==> config.mk <==
export PLATFORM = sky130hd
export DESIGN_NAME = sensor_window_average_levels
export DESIGN_NICKNAME = d
export VERILOG_FILES = /design/src/sv/swal_pkg.sv /design/src/sv/sensor_window_average_levels.sv /design/src/sv/swal_ring.sv /design/src/sv/swal_cdiv.sv
export SDC_FILE = /design/constraint.sdc
export NUM_CORES = 2
export LEC_CHECK = 0
export BUFFER_PORTS_ARGS = -buffer_cell sky130_fd_sc_hd__buf_2
export CORE_MARGIN = 10
export CORE_UTILIZATION = 45
export DETAILED_ROUTE_END_ITERATION = 10
export PLACE_DENSITY = 0.58
export SYNTH_ARGS = -nofsm -noshare
export SYNTH_HDL_FRONTEND = slang
export SYNTH_HIERARCHICAL = 1
export SYNTH_SLANG_ARGS = --single-unit
==> constraint.sdc <==
create_clock -name clk -period 19.7 [get_ports clk]
set_input_delay 5.91 -clock clk [delete_from_list [all_inputs] [get_ports clk]]
set_output_delay 5.91 -clock clk [all_outputs]
set_load 0.005 [all_outputs]
==> src/sv/swal_pkg.sv <==
// Shared types, widths and level mapping for the sensor window averaging block.
package swal_pkg;

	localparam int SAMPLE_W       = 10;
	localparam int LEVEL_W        = 4;
	localparam int TOTAL_W        = 16;
	localparam int SWING_TOTAL_W  = 14;
	localparam int DEF_SAMPLE_WINDOW = 50;
	localparam int DEF_SWING_WINDOWS = 10;
	localparam int LEVEL_STEPS    = 9;

	localparam logic [SAMPLE_W-1:0] DUST_STEP   = 10'd80;
	localparam logic [SAMPLE_W-1:0] DUST_LIMIT  = 10'd799;
	localparam logic [SAMPLE_W-1:0] LIGHT_STEP  = 10'd100;
	localparam logic [SAMPLE_W-1:0] LIGHT_LIMIT = 10'd999;
	localparam logic [LEVEL_W-1:0]  LEVEL_MAX   = 4'd10;

	typedef struct packed {
		logic [SAMPLE_W-1:0] dust_sample;
		logic [SAMPLE_W-1:0] light_sample;
		logic [SAMPLE_W-1:0] sound_sample;
	} swal_in_t;

	typedef struct packed {
		logic [SAMPLE_W-1:0] dust_average;
		logic [LEVEL_W-1:0]  dust_level;
		logic [SAMPLE_W-1:0] light_average;
		logic [LEVEL_W-1:0]  light_level;
		logic [SAMPLE_W-1:0] sound_average;
		logic [LEVEL_W-1:0]  sound_level;
		logic                sound_updated;
	} swal_out_t;

	// Level is LEVEL_MAX above the limit, else one plus how many of the first LEVEL_STEPS
	// step multiples it reaches. Callers pass constant steps, so the thresholds fold to constants.
	function automatic logic [LEVEL_W-1:0] level_of(input logic [SAMPLE_W-1:0] avg,
		input logic [SAMPLE_W-1:0] limit, input logic [SAMPLE_W-1:0] step);
		logic [LEVEL_W-1:0]  lvl;
		logic [SAMPLE_W:0]   thr;
		lvl = 4'd1;
		thr = '0;
		if (avg > limit) begin
			lvl = LEVEL_MAX;
		end else begin
			for (int k = 0; k < LEVEL_STEPS; k++) begin
				thr = thr + {1'b0, step};
				if ({1'b0, avg} >= thr) begin
					lvl = lvl + 4'd1;
				end
			end
		end
		return lvl;
	endfunction

endpackage

==> src/sv/sensor_window_average_levels.sv <==
// Top level of the sensor window averaging block with level mapping.
//
// One input transaction on in_data carries a dust, a light and a sound sample.
// Every input transaction yields exactly one output transaction on out_data with
// the dust and light running averages over the last SAMPLE_WINDOW samples, their
// levels, and the sound average and level, which change only when a transaction
// closes a window of SAMPLE_WINDOW samples (sound_updated marks that one).
// Both channels use valid/ready. Throughput is one transaction per cycle while the
// receiver does not stall. The accepting edge updates the rings and running
// totals; in the cycle after it the totals are divided by their window lengths
// and the levels mapped, and the output register loads the result once the
// receiver has room for it.
// When the receiver stalls, the output register and the stage behind it hold;
// once both are full, in_ready drops until out_ready returns.
// Reset empties the pipeline and returns all averages, the window tracking and
// the sound outputs to zero. The ring memories are not cleared: a fill flag
// makes unwritten slots read as zero until the first window wraps.
module sensor_window_average_levels
	#(
	parameter int SAMPLE_WINDOW = swal_pkg::DEF_SAMPLE_WINDOW,
	parameter int SWING_WINDOWS = swal_pkg::DEF_SWING_WINDOWS
) (
	input  logic                clk,
	input  logic                arst_n,
	input  logic                in_valid,
	output logic                in_ready,
	input  swal_pkg::swal_in_t  in_data,
	output logic                out_valid,
	input  logic                out_ready,
	output swal_pkg::swal_out_t out_data
);

	import swal_pkg::*;

	localparam int PW  = $clog2(SAMPLE_WINDOW);
	localparam int SPW = $clog2(SWING_WINDOWS);
	localparam logic [PW-1:0]  LAST_POS = PW'(SAMPLE_WINDOW - 1);
	localparam logic [SPW-1:0] LAST_SP  = SPW'(SWING_WINDOWS - 1);

	logic                     acc;
	logic                     adv_out;
	logic                     v_s1;
	logic                     upd_s1;
	logic                     out_valid_q;
	swal_out_t                out_q;
	swal_out_t                out_nx;

	logic [PW-1:0]            pos_q;
	logic [PW-1:0]            pos_next;
	logic [PW-1:0]            rd_addr;
	logic                     close;
	logic                     fill_q;

	logic [SAMPLE_W-1:0]      dust_mem_q;
	logic [SAMPLE_W-1:0]      light_mem_q;
	logic [SAMPLE_W-1:0]      dust_old;
	logic [SAMPLE_W-1:0]      light_old;
	logic [TOTAL_W-1:0]       dust_total_q;
	logic [TOTAL_W-1:0]       light_total_q;

	logic [SAMPLE_W-1:0]      hi_q;
	logic [SAMPLE_W-1:0]      lo_q;
	logic [SAMPLE_W-1:0]      hi_nx;
	logic [SAMPLE_W-1:0]      lo_nx;
	logic [SAMPLE_W-1:0]      swing;
	logic [SAMPLE_W-1:0]      swing_ring_q [SWING_WINDOWS];
	logic [SWING_TOTAL_W-1:0] swing_total_q;
	logic [SPW-1:0]           sp_q;
	logic                     seen_q;

	logic [SAMPLE_W-1:0]      dust_avg;
	logic [SAMPLE_W-1:0]      light_avg;
	logic [SAMPLE_W-1:0]      sound_avg;

	assign adv_out   = !out_valid_q || out_ready;
	assign in_ready  = !v_s1 || adv_out;
	assign acc       = in_valid && in_ready;
	assign out_valid = out_valid_q;
	assign out_data  = out_q;

	assign close    = (pos_q == LAST_POS);
	assign pos_next = close ? '0 : pos_q + 1'b1;
	// The read port fetches the slot that the next transaction will overwrite.
	assign rd_addr  = acc ? pos_next : pos_q;

	swal_ring #(.DEPTH(SAMPLE_WINDOW), .W(SAMPLE_W)) u_dust_ring (
		.clk     (clk),
		.wr_en   (acc),
		.wr_addr (pos_q),
		.wr_data (in_data.dust_sample),
		.rd_addr (rd_addr),
		.rd_data (dust_mem_q)
	);

	swal_ring #(.DEPTH(SAMPLE_WINDOW), .W(SAMPLE_W)) u_light_ring (
		.clk     (clk),
		.wr_en   (acc),
		.wr_addr (pos_q),
		.wr_data (in_data.light_sample),
		.rd_addr (rd_addr),
		.rd_data (light_mem_q)
	);

	assign dust_old  = fill_q ? dust_mem_q : '0;
	assign light_old = fill_q ? light_mem_q : '0;

	// The first sample of a window starts the high and low marks afresh.
	assign hi_nx = (pos_q == '0 || in_data.sound_sample > hi_q) ? in_data.sound_sample : hi_q;
	assign lo_nx = (pos_q == '0 || in_data.sound_sample < lo_q) ? in_data.sound_sample : lo_q;
	assign swing = hi_nx - lo_nx;

	always_ff @(posedge clk or negedge arst_n) begin
		if (!arst_n) begin
			pos_q         <= '0;
			fill_q        <= 1'b0;
			dust_total_q  <= '0;
			light_total_q <= '0;
			hi_q          <= '0;
			lo_q          <= '0;
			swing_total_q <= '0;
			sp_q          <= '0;
			seen_q        <= 1'b0;
			for (int i = 0; i < SWING_WINDOWS; i++) begin
				swing_ring_q[i] <= '0;
			end
		end else if (acc) begin
			pos_q         <= pos_next;
			dust_total_q  <= dust_total_q - TOTAL_W'(dust_old) + TOTAL_W'(in_data.dust_sample);
			light_total_q <= light_total_q - TOTAL_W'(light_old)
				+ TOTAL_W'(in_data.light_sample);
			hi_q          <= hi_nx;
			lo_q          <= lo_nx;
			if (close) begin
				fill_q            <= 1'b1;
				seen_q            <= 1'b1;
				swing_ring_q[sp_q] <= swing;
				swing_total_q     <= swing_total_q - SWING_TOTAL_W'(swing_ring_q[sp_q])
					+ SWING_TOTAL_W'(swing);
				sp_q              <= (sp_q == LAST_SP) ? '0 : sp_q + 1'b1;
			end
		end
	end

	// The state registers double as the first stage: a new transaction enters
	// only when the previous one moves on, so they always match the item in it.
	always_ff @(posedge clk or negedge arst_n) begin
		if (!arst_n) begin
			v_s1   <= 1'b0;
			upd_s1 <= 1'b0;
		end else if (in_ready) begin
			v_s1   <= in_valid;
			upd_s1 <= close;
		end
	end

	swal_cdiv #(.DIVISOR(SAMPLE_WINDOW), .IN_W(TOTAL_W), .OUT_W(SAMPLE_W)) u_dust_div (
		.num (dust_total_q),
		.quo (dust_avg)
	);

	swal_cdiv #(.DIVISOR(SAMPLE_WINDOW), .IN_W(TOTAL_W), .OUT_W(SAMPLE_W)) u_light_div (
		.num (light_total_q),
		.quo (light_avg)
	);

	swal_cdiv #(.DIVISOR(SWING_WINDOWS), .IN_W(SWING_TOTAL_W), .OUT_W(SAMPLE_W)) u_sound_div (
		.num (swing_total_q),
		.quo (sound_avg)
	);

	always_comb begin
		out_nx.dust_average  = dust_avg;
		out_nx.dust_level    = level_of(dust_avg, DUST_LIMIT, DUST_STEP);
		out_nx.light_average = light_avg;
		out_nx.light_level   = level_of(light_avg, LIGHT_LIMIT, LIGHT_STEP);
		out_nx.sound_average = sound_avg;
		out_nx.sound_level   = seen_q ? level_of(sound_avg, LIGHT_LIMIT, LIGHT_STEP) : '0;
		out_nx.sound_updated = upd_s1;
	end

	always_ff @(posedge clk or negedge arst_n) begin
		if (!arst_n) begin
			out_valid_q <= 1'b0;
		end else if (adv_out) begin
			out_valid_q <= v_s1;
		end
	end

	always_ff @(posedge clk) begin
		if (adv_out && v_s1) begin
			out_q <= out_nx;
		end
	end

	a_pos_range: assert property (@(posedge clk) disable iff (!arst_n)
		pos_q <= LAST_POS)
		else $error("sample position left the window");

	a_sp_range: assert property (@(posedge clk) disable iff (!arst_n)
		sp_q <= LAST_SP)
		else $error("swing position left the ring");

	a_close_marks: assert property (@(posedge clk) disable iff (!arst_n)
		(acc && close) |=> (v_s1 && upd_s1))
		else $error("window close did not mark the first stage");

	a_level_nonzero: assert property (@(posedge clk) disable iff (!arst_n)
		out_valid |-> (out_data.dust_level != '0 && out_data.light_level != '0))
		else $error("dust or light level is zero");

	a_sound_level_after_close: assert property (@(posedge clk) disable iff (!arst_n)
		(out_valid && out_data.sound_updated) |-> (out_data.sound_level != '0))
		else $error("sound level is zero after a window close");

endmodule

==> src/sv/swal_ring.sv <==
// Sample ring memory with one write port and one registered read port.
module swal_ring #(
	parameter int DEPTH = swal_pkg::DEF_SAMPLE_WINDOW,
	parameter int W = swal_pkg::SAMPLE_W,
	localparam int AW = $clog2(DEPTH)
) (
	input  logic          clk,
	input  logic          wr_en,
	input  logic [AW-1:0] wr_addr,
	input  logic [W-1:0]  wr_data,
	input  logic [AW-1:0] rd_addr,
	output logic [W-1:0]  rd_data
);

	logic [W-1:0] mem [DEPTH];

	always_ff @(posedge clk) begin
		if (wr_en) begin
			mem[wr_addr] <= wr_data;
		end
	end

	always_ff @(posedge clk) begin
		rd_data <= mem[rd_addr];
	end

endmodule

==> src/sv/swal_cdiv.sv <==
// Division by a constant through multiplication with a rounded-up reciprocal.
module swal_cdiv #(
	parameter int DIVISOR = swal_pkg::DEF_SAMPLE_WINDOW,
	parameter int IN_W = swal_pkg::TOTAL_W,
	parameter int OUT_W = swal_pkg::SAMPLE_W
) (
	input  logic [IN_W-1:0]  num,
	output logic [OUT_W-1:0] quo
);

	// With a shift of IN_W plus the divisor's rounded-up base-two logarithm the quotient is exact
	// for every numerator of IN_W bits.
	localparam int SH = IN_W + $clog2(DIVISOR);
	localparam int MW = IN_W + 1;
	localparam int PW = IN_W + MW;
	localparam logic [MW-1:0] MULT = MW'(((64'd1 << SH) + 64'(DIVISOR) - 64'd1) / DIVISOR);

	logic [PW-1:0] prod;

	assign prod = {{MW{1'b0}}, num} * {{IN_W{1'b0}}, MULT};
	assign quo  = OUT_W'(prod >> SH);

endmodule

==> results.tsv <==
metric	value	unit
result of the run	complete, no violations	
syn_nets	5813	
quantity of gates resized following cts	0	
CTS tree	done	
Area Growth Syn to Fin	10.4	%
Synth Warn #	6	
chip width	409	um
post-synthesis sequential area ratio	53.2	%
Max Slew Vio Count	0	
Detail Route Antenna Nets	0	
Hold Buf Count CTS	0	
combinational family with the most area after synthesis	adder cells	
vias in the first global route	40607	
family with the most delay on the worst path	buffers and inverters	
number of inserted filler cells in the final layout	12891	
initial antenna violation count	9	
kind of start point of the critical path	primary input	
CTS H-tree depth	4	
boundary pin count	79	
Synth Flop Type	edfxtp_1	
GPL Wtd Cong	0.846	
Die Y	409	um
dominant cells by area after synthesis	edfxtp_1 (46%), ha_1 (8.4%), fa_1 (8.4%)	
number of vias in the routed layout	40179	
ratio of cells with drive above 1 in the final layout	12.9	%
clock-pin slew reported for the worst setup and hold paths after clock tree synthesis	60	ps
number of enable flip-flop cells after synthesis	1043	
total DRC errors in the routed layout	0	
violation count after the first detailed-route iteration	3639	
global-route wire length before repair	253	mm
first drt pass iteration count	7	
Hold Vio Cnt, Final	0	
number of I/O port buffers	78	
most used cell, CP	buf_2	
wire length per cell	22.6	um
#FFs+latches synth	1243	
Mapped Area	68100	um2
portion of the clock cycle consumed by the worst path in the final layout	62.5	%
top achievable clock speed	81.3	MHz
Simple-Gate Fraction of Synth Area	6.58	%
path type of the worst setup path	in2out	
xor/xnor share of the synthesized area	1.52	%
Synth Area in Compound Gates	6.98	%
global-route total usage across every layer	19.6	%
cells along the critical path	buf_2, nand3b_1, buf_2	
biggest area consumer among synthesized cells	edfxtp_1	
share of the synthesized area in the top cell type	46.0	%
largest fanout on the critical path	4	
slew at the pin closest to its max-slew limit	1250	ps
row count	142	
routed wire length	164	mm
count of max-cap constraint violations	0	
async set-or-reset flop fraction in the synthesized netlist	14.5	%
setup TNS	0	ps
Crit path required time	13790	ps
floorplan die area	167000	um2
DPL Wire Length	112	mm
CP endpoint kind	output pin	
largest clock skew in the final design	62.0	ps
unrepaired setup endpoints after global routing	no	
library cell used as clock root buffer	clkbuf_16	
syn_area_per_cell	13.5	um2
cell count after synthesis	5036	
initial cell density of the core	45.4	%
CP max stage delay	220	ps
total congestion overflow	0	
number of failing setup endpoints in the final timing report	0	
Max stage delay cell, worst path	nand3b_1	
layout net count	5935	
list of most frequent post-synthesis cells	edfxtp_1 (1043), inv_1 (641), ha_1 (458)	
number of buffers created by CTS	135	
Adder-Cell Fraction of Synth Area	16.8	%
largest buffer count on any clock path	3	
number of unique standard cell types used by synthesis	105	
worst min-delay path class	reg2reg	
via density per instance	5.52	
share of synthesized area spent on multiplexers	10.0	%
library cell with the highest instance count after synthesis	edfxtp_1	
data arrival time of the critical path	6400	ps
# Post-CTS Setup Buffers	0	
CORE AREA	150000	um2
worst-case headroom to the max-slew limit	16.1	%
count of buffer and inverter cells on the critical path	2	
maximum number of pins on one net before global-route repair	107	
minimum period implied by the final worst setup slack	12310	ps
clock sink count	1243	
latest clock arrival within the worst-skew pair	800	ps
[kinds of logic after synthesis]
group,count (synthesis)
simple gates,950
buf+inv,825
xor+xnor,118
compound gates,697
fa+ha+maj,743
mux,460
flops,1243
[routing by layer]
layer | global-route usage (%) | wire length [um]
met1 | 29.2 | 77300
met2 | 29.7 | 74000
met3 | 3.81 | 10200
met4 | 4.09 | 2800
met5 | 0 | 53
[per-stage QoR]
step	std cells	setup slack [ps]	util, %	hold slack (ps)	cell area [um2]
after detailed placement	7037	7390	47.2	437	70900
after global placement	7037	7400	47.2	433	70900
after floorplan	5036	7680	-	421	68100
after CTS	7280	7390	50.1	450	75200
after global routing	7281	7340	50.1	463	75200
final	7282	7390	50.1	447	75200
[flip-flops by register name, summed over array words and instances, names as in the netlist, 14 cells and up]
signal	flops
swing_ring_q	100
dust_total_q	16
u_dust_ring/mem	500
swing_total_q	14
out_data	43
light_total_q	16
u_light_ring/mem	500
[cell usage in the layout (no fill, tap or decap), types with 36 or more instances in the layout]
cell type / count
ha_1: 458
mux2i_1: 231
buf_2: 77
clkbuf_16: 139
edfxtp_1: 1043
nor3_1: 38
buf_4: 88
nor2b_1: 36
and2_1: 39
mux4_2: 172
nand3_1: 84
o211ai_1: 42
dfrtp_1: 180
clkbuf_1: 43
nand2_1: 351
nor2_1: 209
o21ai_0: 173
xor2_1: 38
a21oi_1: 139
xnor2_1: 79
a21o_1: 37
fa_1: 285
a22oi_1: 44
nand4_1: 59
inv_1: 640
mux2_2: 56
[cell type report]
| type | count | area, um2 | share of cell area [%] |
|---|---|---|---|
| sequential | 1243 | 36200 | 48.2 |
| inverter | 642 | 2410 | 3.20 |
| timing repair buffer | 168 | 1100 | 1.46 |
| clock inverter | 53 | 574 | 0.764 |
| multi-input combinational | 2968 | 28600 | 38.1 |
| clock buffer | 190 | 3750 | 4.99 |
| tap | 2016 | 2520 | 3.35 |
| antenna | 2 | 5.00 | 0.00665 |
[worst paths after layout]
check | from | to | slack, ps | depth (start not counted)
max | out_ready | in_ready | 7390 | 3
min in group asynchronous | arst_n | swing_total_q[1] | 5250 | 1
max reg2reg | swing_total_q[12] | out_data[2] | 8990 | 36
min reg2reg | upd_s1 | out_data[0] | 450 | 0
min | upd_s1 | out_data[0] | 450 | 0
max in group asynchronous | arst_n | pos_q[3] | 12900 | 2
Power is not shown: default switching activity piles up to over one toggle a cycle in this logic, so the estimate is an artifact.
